## src/hw/rtl/crsf_rc_channel_receiver_assert.svh

```systemverilog
// assertion macros used by the receiver top module
`ifndef CRSF_RC_CHANNEL_RECEIVER_ASSERT_SVH
`define CRSF_RC_CHANNEL_RECEIVER_ASSERT_SVH
`ifndef SYNTH
`define CRSF_ASSERT_IMP(lbl, clk, rstn, ante, cons) \
    lbl: assert property (@(posedge clk) disable iff (!rstn) (ante) |-> (cons)) \
        else $error("crsf assertion failed");
`define CRSF_ASSERT_NXT(lbl, clk, rstn, ante, cons) \
    lbl: assert property (@(posedge clk) disable iff (!rstn) (ante) |=> (cons)) \
        else $error("crsf assertion failed");
`else
`define CRSF_ASSERT_IMP(lbl, clk, rstn, ante, cons)
`define CRSF_ASSERT_NXT(lbl, clk, rstn, ante, cons)
`endif
`endif

```

## src/hw/rtl/crsf_pkg.sv

```systemverilog
package crsf_pkg;

    localparam logic [7:0] CRC_POLY = 8'hD5;
    localparam logic [7:0] ADDR_FC = 8'hC8;
    localparam logic [7:0] ADDR_TX = 8'hEA;
    localparam logic [7:0] ADDR_BCAST = 8'h00;
    localparam logic [7:0] RC_TYPE = 8'h16;
    localparam logic [7:0] RC_LEN = 8'd24;
    localparam logic [7:0] LEN_MIN = 8'd2;
    localparam logic [10:0] RAW_MIN = 11'd172;
    localparam logic [10:0] RAW_MAX = 11'd1811;
    localparam logic [10:0] US_BASE = 11'd1000;
    localparam logic [10:0] US_INIT = 11'd1500;
    localparam logic [20:0] RAW_SPAN = 21'd1639;
    localparam logic [20:0] US_SPAN = 21'd1000;
    localparam logic [21:0] RECIP = 22'(64'd4294967296 / 64'd1639);
    localparam logic [8:0] GAIN_ONE = 9'd256;
    localparam logic [4:0] CH_BITS = 5'd11;
    localparam logic [3:0] CH_LAST = 4'd15;
    localparam logic [7:0] CFG_ALPHA = 8'd0;
    localparam logic [7:0] CFG_TIMEOUT = 8'd1;
    localparam logic KIND_CHANNEL = 1'b0;
    localparam logic KIND_STATUS = 1'b1;

    typedef enum logic [1:0] {
        P_ADDR,
        P_LEN,
        P_BODY
    } phase_t;

    typedef enum logic [3:0] {
        C_IDLE,
        C_FETCH,
        C_LOAD,
        C_CLAMP,
        C_RECIP,
        C_CORR,
        C_US,
        C_F1A,
        C_F1B,
        C_F2A,
        C_F2B,
        C_OUT
    } chan_state_t;

    typedef struct packed {
        logic        valid;
        logic [3:0]  index;
        logic [10:0] raw;
        logic [10:0] us;
        logic        last;
    } res_t;

    function automatic logic [7:0] crc8_byte(input logic [7:0] crc, input logic [7:0] b);
        logic [7:0] c;
        c = crc ^ b;
        for (int i = 0; i < 8; i++) begin
            c = c[7] ? ((c << 1) ^ CRC_POLY) : (c << 1);
        end
        return c;
    endfunction

endpackage

```

## src/hw/rtl/crsf_ram.sv

```systemverilog
module crsf_ram #(
    parameter int WIDTH = 8,
    parameter int DEPTH = 64
) (
    input  logic                     aclk,
    input  logic                     we,
    input  logic [$clog2(DEPTH)-1:0] waddr,
    input  logic [WIDTH-1:0]         wdata,
    input  logic [$clog2(DEPTH)-1:0] raddr,
    output logic [WIDTH-1:0]         rdata
);
    logic [WIDTH-1:0] mem [DEPTH];
    logic [WIDTH-1:0] rdata_reg;

    always_ff @(posedge aclk) begin
        if (we) begin
            mem[waddr] <= wdata;
        end
        rdata_reg <= mem[raddr];
    end

    assign rdata = rdata_reg;
endmodule

```

## src/hw/rtl/crsf_parser.sv

```systemverilog
module crsf_parser #(
    parameter int MAX_FRAME = 64
) (
    input  logic                         aclk,
    input  logic                         aresetn,
    input  logic                         byte_valid,
    input  logic [7:0]                   rx_byte,
    output logic                         wr_en,
    output logic [$clog2(MAX_FRAME)-1:0] wr_addr,
    output logic [7:0]                   wr_data,
    output logic                         frame_good
);
    import crsf_pkg::*;

    localparam int AW = $clog2(MAX_FRAME);
    localparam logic [7:0] LEN_MAX = 8'(MAX_FRAME - 2);

    phase_t     phase_reg, phase_next;
    logic [7:0] len_reg, len_next;
    logic [7:0] pos_reg, pos_next;
    logic [7:0] crc_reg, crc_next;
    logic [7:0] type_reg, type_next;
    logic       last_byte;

    assign last_byte = (pos_reg + 8'd1) == len_reg;

    always_comb begin
        phase_next = phase_reg;
        if (byte_valid) begin
            unique case (phase_reg)
                P_LEN: begin
                    phase_next = (rx_byte < LEN_MIN || rx_byte > LEN_MAX) ? P_ADDR : P_BODY;
                end
                P_BODY: begin
                    if (last_byte) begin
                        phase_next = P_ADDR;
                    end
                end
                default: begin
                    phase_next = (rx_byte == ADDR_FC || rx_byte == ADDR_TX ||
                                  rx_byte == ADDR_BCAST) ? P_LEN : P_ADDR;
                end
            endcase
        end
    end

    always_comb begin
        len_next = len_reg;
        pos_next = pos_reg;
        crc_next = crc_reg;
        type_next = type_reg;
        wr_en = 1'b0;
        frame_good = 1'b0;
        if (byte_valid) begin
            unique case (phase_reg)
                P_LEN: begin
                    len_next = rx_byte;
                    pos_next = 8'd0;
                    crc_next = 8'd0;
                end
                P_BODY: begin
                    wr_en = 1'b1;
                    pos_next = pos_reg + 8'd1;
                    if (pos_reg == 8'd0) begin
                        type_next = rx_byte;
                    end
                    if (!last_byte) begin
                        crc_next = crc8_byte(crc_reg, rx_byte);
                    end else begin
                        frame_good = (len_reg == RC_LEN) && (crc_reg == rx_byte) &&
                                     (type_reg == RC_TYPE);
                    end
                end
                default: begin
                end
            endcase
        end
    end

    assign wr_addr = pos_reg[AW-1:0];
    assign wr_data = rx_byte;

    always_ff @(posedge aclk) begin
        if (!aresetn) begin
            phase_reg <= P_ADDR;
            len_reg <= 8'd0;
            pos_reg <= 8'd0;
            crc_reg <= 8'd0;
            type_reg <= 8'd0;
        end else begin
            phase_reg <= phase_next;
            len_reg <= len_next;
            pos_reg <= pos_next;
            crc_reg <= crc_next;
            type_reg <= type_next;
        end
    end
endmodule

```

## src/hw/rtl/crsf_chan.sv

```systemverilog
module crsf_chan #(
    parameter int MAX_FRAME = 64,
    parameter int FRAC = 8
) (
    input  logic                         aclk,
    input  logic                         aresetn,
    input  logic                         start,
    input  logic [8:0]                   alpha,
    input  logic                         out_free,
    output logic [$clog2(MAX_FRAME)-1:0] rd_addr,
    input  logic [7:0]                   rd_data,
    output crsf_pkg::res_t               res,
    output logic                         busy
);
    import crsf_pkg::*;

    localparam int AW = $clog2(MAX_FRAME);
    localparam int FW = 11 + FRAC;
    localparam int PW = FW + 10;
    localparam logic [FW-1:0] F_INIT = FW'(US_INIT) << FRAC;
    localparam logic [FW-1:0] F_HALF = FW'(1) << (FRAC - 1);

    chan_state_t state_reg, state_next;
    logic [AW-1:0]   ba_reg, ba_next;
    logic [17:0]     acc_reg, acc_next;
    logic [4:0]      cnt_reg, cnt_next;
    logic [3:0]      ch_reg, ch_next;
    logic [10:0]     raw_reg, raw_next;
    logic [20:0]     x_reg, x_next;
    logic [42:0]     p_reg, p_next;
    logic [10:0]     q_reg, q_next;
    logic [20:0]     r_reg, r_next;
    logic [10:0]     us_reg, us_next;
    logic [FW-1:0]   f1_reg, f1_next, f2_reg, f2_next;
    logic [FW-1:0]   f1n_reg, f1n_next, f2n_reg, f2n_next;
    logic [PW-1:0]   t_reg, t_next;
    logic [15:0]     vld_reg, vld_next;
    logic [8:0]      a, a2;
    logic [10:0]     v;
    logic [2*FW-1:0] frd;
    logic            fwe;

    assign a = alpha[8] ? GAIN_ONE : alpha;
    assign a2 = a[8] || a[7] ? GAIN_ONE : {a[7:0], 1'b0};

    crsf_ram #(.WIDTH(2 * FW), .DEPTH(16)) u_filt (
        .aclk  (aclk),
        .we    (fwe),
        .waddr (ch_reg),
        .wdata ({f2n_reg, f1n_reg}),
        .raddr (ch_reg),
        .rdata (frd)
    );

    assign rd_addr = ba_reg;
    assign busy = state_reg != C_IDLE;

    always_comb begin
        state_next = state_reg;
        unique case (state_reg)
            C_IDLE:  if (start) state_next = C_FETCH;
            C_FETCH: state_next = C_LOAD;
            C_LOAD:  state_next = (cnt_reg + 5'd8 >= CH_BITS) ? C_CLAMP : C_FETCH;
            C_CLAMP: state_next = C_RECIP;
            C_RECIP: state_next = C_CORR;
            C_CORR:  state_next = C_US;
            C_US:    state_next = C_F1A;
            C_F1A:   state_next = C_F1B;
            C_F1B:   state_next = C_F2A;
            C_F2A:   state_next = C_F2B;
            C_F2B:   state_next = C_OUT;
            C_OUT: begin
                if (out_free) begin
                    if (ch_reg == CH_LAST) begin
                        state_next = C_IDLE;
                    end else begin
                        state_next = (cnt_reg >= CH_BITS) ? C_CLAMP : C_FETCH;
                    end
                end
            end
            default: state_next = C_IDLE;
        endcase
    end

    always_comb begin
        ba_next = ba_reg;
        acc_next = acc_reg;
        cnt_next = cnt_reg;
        ch_next = ch_reg;
        raw_next = raw_reg;
        x_next = x_reg;
        p_next = p_reg;
        q_next = q_reg;
        r_next = r_reg;
        us_next = us_reg;
        f1_next = f1_reg;
        f2_next = f2_reg;
        f1n_next = f1n_reg;
        f2n_next = f2n_reg;
        t_next = t_reg;
        vld_next = vld_reg;
        fwe = 1'b0;
        v = acc_reg[10:0];
        if (v < RAW_MIN) v = RAW_MIN;
        if (v > RAW_MAX) v = RAW_MAX;
        res = '0;
        unique case (state_reg)
            C_IDLE: begin
                ba_next = AW'(1);
                acc_next = '0;
                cnt_next = '0;
                ch_next = '0;
            end
            C_LOAD: begin
                acc_next = acc_reg | (18'(rd_data) << cnt_reg);
                cnt_next = cnt_reg + 5'd8;
                ba_next = ba_reg + AW'(1);
            end
            C_CLAMP: begin
                raw_next = acc_reg[10:0];
                x_next = (21'(v) - 21'(RAW_MIN)) * US_SPAN;
                acc_next = acc_reg >> CH_BITS;
                cnt_next = cnt_reg - CH_BITS;
            end
            C_RECIP: p_next = 43'(x_reg) * 43'(RECIP);
            C_CORR: begin
                q_next = p_reg[42:32];
                r_next = x_reg - 21'(p_reg[42:32]) * RAW_SPAN;
            end
            C_US: begin
                us_next = US_BASE + q_reg + 11'(r_reg >= RAW_SPAN);
                f1_next = vld_reg[ch_reg] ? frd[FW-1:0] : F_INIT;
                f2_next = vld_reg[ch_reg] ? frd[2*FW-1:FW] : F_INIT;
            end
            C_F1A: t_next = PW'(f1_reg) * PW'(GAIN_ONE - a);
            C_F1B: f1n_next = FW'((t_reg + (PW'(us_reg) << FRAC) * PW'(a) + PW'(128)) >> 8);
            C_F2A: t_next = PW'(f2_reg) * PW'(GAIN_ONE - a2);
            C_F2B: f2n_next = FW'((t_reg + PW'(f1n_reg) * PW'(a2) + PW'(128)) >> 8);
            C_OUT: begin
                if (out_free) begin
                    res.valid = 1'b1;
                    res.index = ch_reg;
                    res.raw = raw_reg;
                    res.us = 11'((f2n_reg + F_HALF) >> FRAC);
                    res.last = ch_reg == CH_LAST;
                    fwe = 1'b1;
                    vld_next[ch_reg] = 1'b1;
                    ch_next = ch_reg + 4'd1;
                end
            end
            default: begin
            end
        endcase
    end

    always_ff @(posedge aclk) begin
        if (!aresetn) begin
            state_reg <= C_IDLE;
            vld_reg <= '0;
        end else begin
            state_reg <= state_next;
            vld_reg <= vld_next;
        end
    end

    always_ff @(posedge aclk) begin
        ba_reg <= ba_next;
        acc_reg <= acc_next;
        cnt_reg <= cnt_next;
        ch_reg <= ch_next;
        raw_reg <= raw_next;
        x_reg <= x_next;
        p_reg <= p_next;
        q_reg <= q_next;
        r_reg <= r_next;
        us_reg <= us_next;
        f1_reg <= f1_next;
        f2_reg <= f2_next;
        f1n_reg <= f1n_next;
        f2n_reg <= f2n_next;
        t_reg <= t_next;
    end
endmodule

```

## src/hw/rtl/crsf_rc_channel_receiver.sv

```systemverilog
// latency: a status query shows its word on the cycle after it is taken
// a good rc frame gives 16 words through the channel sequencer
// one or two frame-buffer reads per channel, then the compute states from clamp to out, at most one multiply per cycle
// throughput: one input word per cycle while idle, none taken during a channel run
// or while a word waits on the output
// reset: synchronous active-low, filter state reads as 1500 until first written
module crsf_rc_channel_receiver #(
    parameter int MAX_FRAME = 64,
    parameter int FILTER_FRAC_BITS = 8
) (
    input  logic        aclk,
    input  logic        aresetn,
    input  logic        s_tvalid,
    output logic        s_tready,
    input  logic [39:0] s_tdata,   // rx_byte, now_ms
    input  logic        s_tuser,   // req_type
    output logic        m_tvalid,
    input  logic        m_tready,
    output logic [63:0] m_tdata,   // channel_index, channel_raw, channel_us, link_alive, frame_count
    output logic        m_tuser,   // result_kind
    output logic        m_tlast,
    input  logic        cfg_valid,
    output logic        cfg_ready,
    input  logic [7:0]  cfg_index,
    input  logic [31:0] cfg_data
);
    import crsf_pkg::*;

    localparam int AW = $clog2(MAX_FRAME);

    logic [8:0]  alpha_reg;
    logic [31:0] tmo_reg, last_time_reg, frames_reg;
    logic        m_valid_reg, m_valid_next;
    logic [63:0] m_data_reg, m_data_next;
    logic        m_kind_reg, m_kind_next, m_last_reg, m_last_next;
    logic        in_acc, byte_acc, query, good, busy, out_free, alive;
    logic        wr_en;
    logic [AW-1:0] wr_addr, rd_addr;
    logic [7:0]  wr_data, rd_data;
    res_t        res;

    assign cfg_ready = 1'b1;
    assign s_tready = !busy && !m_valid_reg;
    assign in_acc = s_tvalid && s_tready;
    assign byte_acc = in_acc && !s_tuser;
    assign query = in_acc && s_tuser;
    assign out_free = !m_valid_reg || m_tready;
    assign alive = (frames_reg != 32'd0) && ((s_tdata[39:8] - last_time_reg) < tmo_reg);

    crsf_parser #(.MAX_FRAME(MAX_FRAME)) u_parser (
        .aclk       (aclk),
        .aresetn    (aresetn),
        .byte_valid (byte_acc),
        .rx_byte    (s_tdata[7:0]),
        .wr_en      (wr_en),
        .wr_addr    (wr_addr),
        .wr_data    (wr_data),
        .frame_good (good)
    );

    crsf_ram #(.WIDTH(8), .DEPTH(MAX_FRAME)) u_frame (
        .aclk  (aclk),
        .we    (wr_en),
        .waddr (wr_addr),
        .wdata (wr_data),
        .raddr (rd_addr),
        .rdata (rd_data)
    );

    crsf_chan #(.MAX_FRAME(MAX_FRAME), .FRAC(FILTER_FRAC_BITS)) u_chan (
        .aclk     (aclk),
        .aresetn  (aresetn),
        .start    (good),
        .alpha    (alpha_reg),
        .out_free (out_free),
        .rd_addr  (rd_addr),
        .rd_data  (rd_data),
        .res      (res),
        .busy     (busy)
    );

    always_comb begin
        m_valid_next = m_valid_reg;
        m_data_next = m_data_reg;
        m_kind_next = m_kind_reg;
        m_last_next = m_last_reg;
        if (query) begin
            m_valid_next = 1'b1;
            m_kind_next = KIND_STATUS;
            m_last_next = 1'b1;
            m_data_next = {5'd0, frames_reg, alive, 26'd0};
        end else if (res.valid) begin
            m_valid_next = 1'b1;
            m_kind_next = KIND_CHANNEL;
            m_last_next = res.last;
            m_data_next = {5'd0, 32'd0, 1'b0, res.us, res.raw, res.index};
        end else if (m_tready) begin
            m_valid_next = 1'b0;
        end
    end

    always_ff @(posedge aclk) begin
        if (!aresetn) begin
            m_valid_reg <= 1'b0;
            alpha_reg <= 9'd64;
            tmo_reg <= 32'd500;
            last_time_reg <= 32'd0;
            frames_reg <= 32'd0;
        end else begin
            m_valid_reg <= m_valid_next;
            if (cfg_valid && cfg_index == CFG_ALPHA) begin
                alpha_reg <= cfg_data[8:0];
            end
            if (cfg_valid && cfg_index == CFG_TIMEOUT) begin
                tmo_reg <= cfg_data;
            end
            if (good) begin
                last_time_reg <= s_tdata[39:8];
                frames_reg <= frames_reg + 32'd1;
            end
        end
    end

    always_ff @(posedge aclk) begin
        m_data_reg <= m_data_next;
        m_kind_reg <= m_kind_next;
        m_last_reg <= m_last_next;
    end

    assign m_tvalid = m_valid_reg;
    assign m_tdata = m_data_reg;
    assign m_tuser = m_kind_reg;
    assign m_tlast = m_last_reg;

`include "crsf_rc_channel_receiver_assert.svh"

    `CRSF_ASSERT_IMP(a_idle_when_ready, aclk, aresetn, s_tready, !busy)
    `CRSF_ASSERT_IMP(a_last_channel, aclk, aresetn,
                     m_tvalid && m_tuser == KIND_CHANNEL && m_tlast, m_tdata[3:0] == CH_LAST)
    `CRSF_ASSERT_IMP(a_status_clean, aclk, aresetn,
                     m_tvalid && m_tuser == KIND_STATUS, m_tdata[25:0] == 26'd0 && m_tlast)
    `CRSF_ASSERT_NXT(a_good_starts, aclk, aresetn, good, busy && !s_tready)
endmodule

```

## config.mk

```make
export PLATFORM = sky130hd
export DESIGN_NAME = crsf_rc_channel_receiver
export DESIGN_NICKNAME = d
export VERILOG_FILES = /design/src/hw/rtl/crsf_pkg.sv /design/src/hw/rtl/crsf_ram.sv /design/src/hw/rtl/crsf_parser.sv /design/src/hw/rtl/crsf_chan.sv /design/src/hw/rtl/crsf_rc_channel_receiver.sv
export VERILOG_INCLUDE_DIRS = /design/src /design/src/hw/rtl
export SDC_FILE = /design/constraint.sdc
export NUM_CORES = 2
export LEC_CHECK = 0
export ABC_CLOCK_PERIOD_IN_PS = 9000
export BUFFER_PORTS_ARGS = -buffer_cell sky130_fd_sc_hd__buf_2
export CORE_MARGIN = 2
export CORE_UTILIZATION = 58
export CTS_CLUSTER_SIZE = 40
export DETAILED_ROUTE_END_ITERATION = 8
export PLACE_DENSITY = 0.86
export SETUP_SLACK_MARGIN = 0.15
export SYNTH_ARGS = -nofsm -noshare
export SYNTH_HDL_FRONTEND = slang
export SYNTH_SLANG_ARGS = --single-unit
```

## constraint.sdc

```tcl
create_clock -name aclk -period 9 [get_ports aclk]
set_input_delay 1.35 -clock aclk [delete_from_list [all_inputs] [get_ports aclk]]
set_output_delay 1.35 -clock aclk [all_outputs]
set_load 0.05 [all_outputs]
```

==> flow_metrics.tcl <==
set metrics [dict create \
    synthFlopType "edfxtp_1" \
    status "complete, no violations" \
    drv_slew 0 \
    insertion_delay_ns 0.83 \
    wl_per_cell_um 27.0 \
    yosys.cell_types.count 78 \
    ys_ff_latch 1605 \
    ctsHoldBuffers 0 \
    regMostFlops "u_chan.u_filt.mem" \
    post_dp_cell_area_mm2 0.100 \
    syn_avg_cell_area_um2 13.3 \
    synth-edff-count 1371 \
    max_stage_delay_ns 0.72 \
    holdCritStartpoint "u_chan.raw_reg[6]" \
    drtAntennaViolNets 0 \
    grt.total_usage 0.317 \
    largest_register_ffs 608 \
    hold_viol 0 \
    ys_seq_area_frac 0.473 \
    die_h_um 413 \
    grt_pass1_wl_um 401000 \
    holdPathEnd "m_tdata[10]" \
    htree_levels 4 \
    post-route-min-period_ns 8.56 \
    grt.overflow.total 0 \
    rrSetupSlack_ns 0.44 \
    max_freq_mhz 117 \
    drive_above_1_share 0.120 \
    post_cts_resize_count 0 \
    finalInstanceArea_mm2 0.106 \
    drt_iter0_drc 7815 \
    rows 150 \
    fp.dieArea_mm2 0.170 \
    cts_setup_buffers 0 \
    max_cap_violations 0 \
    worst_pin_slew_ns 1.29 \
    fillers 10846 \
    yosysTopAreaCell "edfxtp_1" \
    endpoint_kind "flop" \
    hpwlAfterDp_um 169000 \
    grt_max_degree 130 \
    totalWireLength_um 265000 \
    clock_sinks 1605 \
    place_congestion 0.910 \
    async_reset_ff_frac 0 \
    synthXorXnorAreaFrac 0.0273 \
    viasPerCell 6.35 \
    crit_path_max_fanout 22 \
    r2r_cells 29 \
    cp_slowest_cell "a2111oi_0" \
    skew_ns 0.0394 \
    start_util 0.582 \
    regToRegEndpoint "u_chan.t_reg[25]" \
    synthAdderAreaFrac 0.235 \
    cts-root-buf "clkbuf_16" \
    antenna_found_initial 43 \
    critical_path_required_ns 9.53 \
    path_class "flop to flop" \
    setup_violations 0 \
    yosysMostFrequentCell "edfxtp_1" \
    first_pass_iters 7 \
    die_w_um 413 \
    max-slew-margin-rel 0.132 \
    synth_top_area_frac 0.425 \
    clock_path_buffers 3 \
    cts_tree "built" \
    core-area_mm2 0.167 \
    synth_simple_gate_area_frac 0.0842 \
    synth_area_leaders "edfxtp_1 (42%), fa_1 (16%), mux4_2 (8.4%)" \
    via_count 62326 \
    holdPathStages 2 \
    synthesis.area_mm2 0.0969 \
    synth_top_family_by_area "adder cells" \
    tns_ns 0 \
    cp.arrival_ns 9.09 \
    cpMostUsedCell "fa_1" \
    syn_inst 7275 \
    area_growth_pct 9.44 \
    clk_pin_slew_ns 0.06 \
    yosys_warnings 0 \
    ys_top_cells_by_count "edfxtp_1 (1,371), inv_1 (1,028), fa_1 (772)" \
    grt_pass1_vias 65437 \
    period_share 0.951 \
    rsz0062_at_grt "no" \
    r2r_start "alpha_reg[8]" \
    numPortBuffers 148 \
    ioPinCount 155 \
    setup_slack_ns 0.440 \
    synthMuxAreaShare 0.0881 \
    place_ws_ns 0.433 \
    drc 0 \
    numCtsBuffers 159 \
    final_nets 8892 \
    hold_path_class "flop to flop" \
    synth_compound_area_frac 0.0414 \
    startpoint_type "flop" \
]
cell usage in the layout, fill, tap and decap left out, types with 20 or more instances in the layout:
| cell type | synthesis | final |
|---|---|---|
| buf_2 | 8 | 147 |
| nand2b_1 | 41 | 41 |
| a21o_1 | 63 | 63 |
| and3_1 | 33 | 32 |
| nand2_1 | 610 | 610 |
| o21ai_0 | 137 | 137 |
| nor3_1 | 77 | 70 |
| bufinv_16 | 0 | 24 |
| nor2b_1 | 109 | 107 |
| o21bai_1 | 23 | 23 |
| nor2_1 | 260 | 243 |
| fa_1 | 772 | 772 |
| dfxtp_1 | 234 | 234 |
| conb_1 | 2 | 54 |
| inv_1 | 1028 | 1028 |
| clkbuf_16 | 0 | 160 |
| a31oi_1 | 21 | 21 |
| clkbuf_1 | 192 | 28 |
| and2_1 | 338 | 338 |
| mux4_2 | 363 | 363 |
| o21a_1 | 48 | 48 |
| xor2_1 | 92 | 91 |
| nor4_1 | 21 | 20 |
| mux2i_1 | 32 | 32 |
| a21boi_0 | 44 | 44 |
| nand4_1 | 29 | 29 |
| edfxtp_1 | 1371 | 1371 |
| buf_4 | 9 | 87 |
| xnor2_1 | 210 | 210 |
| clkinv_2 | 0 | 21 |
| ha_1 | 586 | 586 |
| nand3_1 | 90 | 90 |
| diode_2 | 0 | 26 |
| a21oi_1 | 183 | 183 |
cell type report:
type                       count  area, µm²  area share
multi-input combinational   4419      46500       0.439
sequential                  1605      45900       0.432
clock buffer                 205       4340      0.0409
inverter                    1028       3860      0.0364
tap                         2204       2760      0.0260
timing repair buffer         235       1410      0.0133
clock inverter                89       1270      0.0120
antenna                       26       65.1    0.000613
worst max-delay path, delay by kind of cell, from the launching register on:
family          cells  cell delay (ns)
simple gates        5             0.80
compound gates      7             2.14
fa+ha+maj           7             3.19
xor+xnor            2             0.42
flops               1             0.38
mux                 1             0.09
buf+inv             7             1.22
stage by stage:
stage          cells   util  hold WS [ns]
2_1_floorplan   7327      -         0.418
3_3_place_gp    9491  0.602         0.423
3_5_place_dp    9491  0.602         0.436
4_1_cts         9785  0.636         0.452
5_1_grt         9796  0.636         0.484
6_report        9811  0.637         0.449
worst max path at each step:
stage	from	to	depth (start not counted)
after floorplan	alpha_reg[8]	u_chan.t_reg[26]	30
after global placement	alpha_reg[8]	u_chan.t_reg[26]	30
after detailed placement	alpha_reg[8]	u_chan.t_reg[26]	30
after CTS	alpha_reg[8]	u_chan.t_reg[26]	30
after global routing	alpha_reg[8]	u_chan.t_reg[25]	29
final	alpha_reg[8]	u_chan.t_reg[25]	29
per-layer routing:
metal,share of wire,vias up,routed length [µm],GRT usage
met1,0.33,30942,86900,0.376
met3,0.12,1406,31000,0.0886
met2,0.48,4598,127000,0.516
li1,-,25348,-,-
met4,0.076,32,20100,0.190
met5,0.00078,-,207,0.000283
cells by family after synthesis:
| logic type | count (synthesis) |
|---|---|
| XOR/XNOR | 302 |
| other | 2 |
| AND/OR/NAND/NOR | 1671 |
| AO/OA/AOI/OAI | 635 |
| multiplexers | 399 |
| buffers and inverters | 1303 |
| flip-flops | 1605 |
| adder cells (fa/ha/maj) | 1358 |
Power is not shown: default switching activity piles up to over one toggle a cycle in this logic, so the estimate is an artifact.
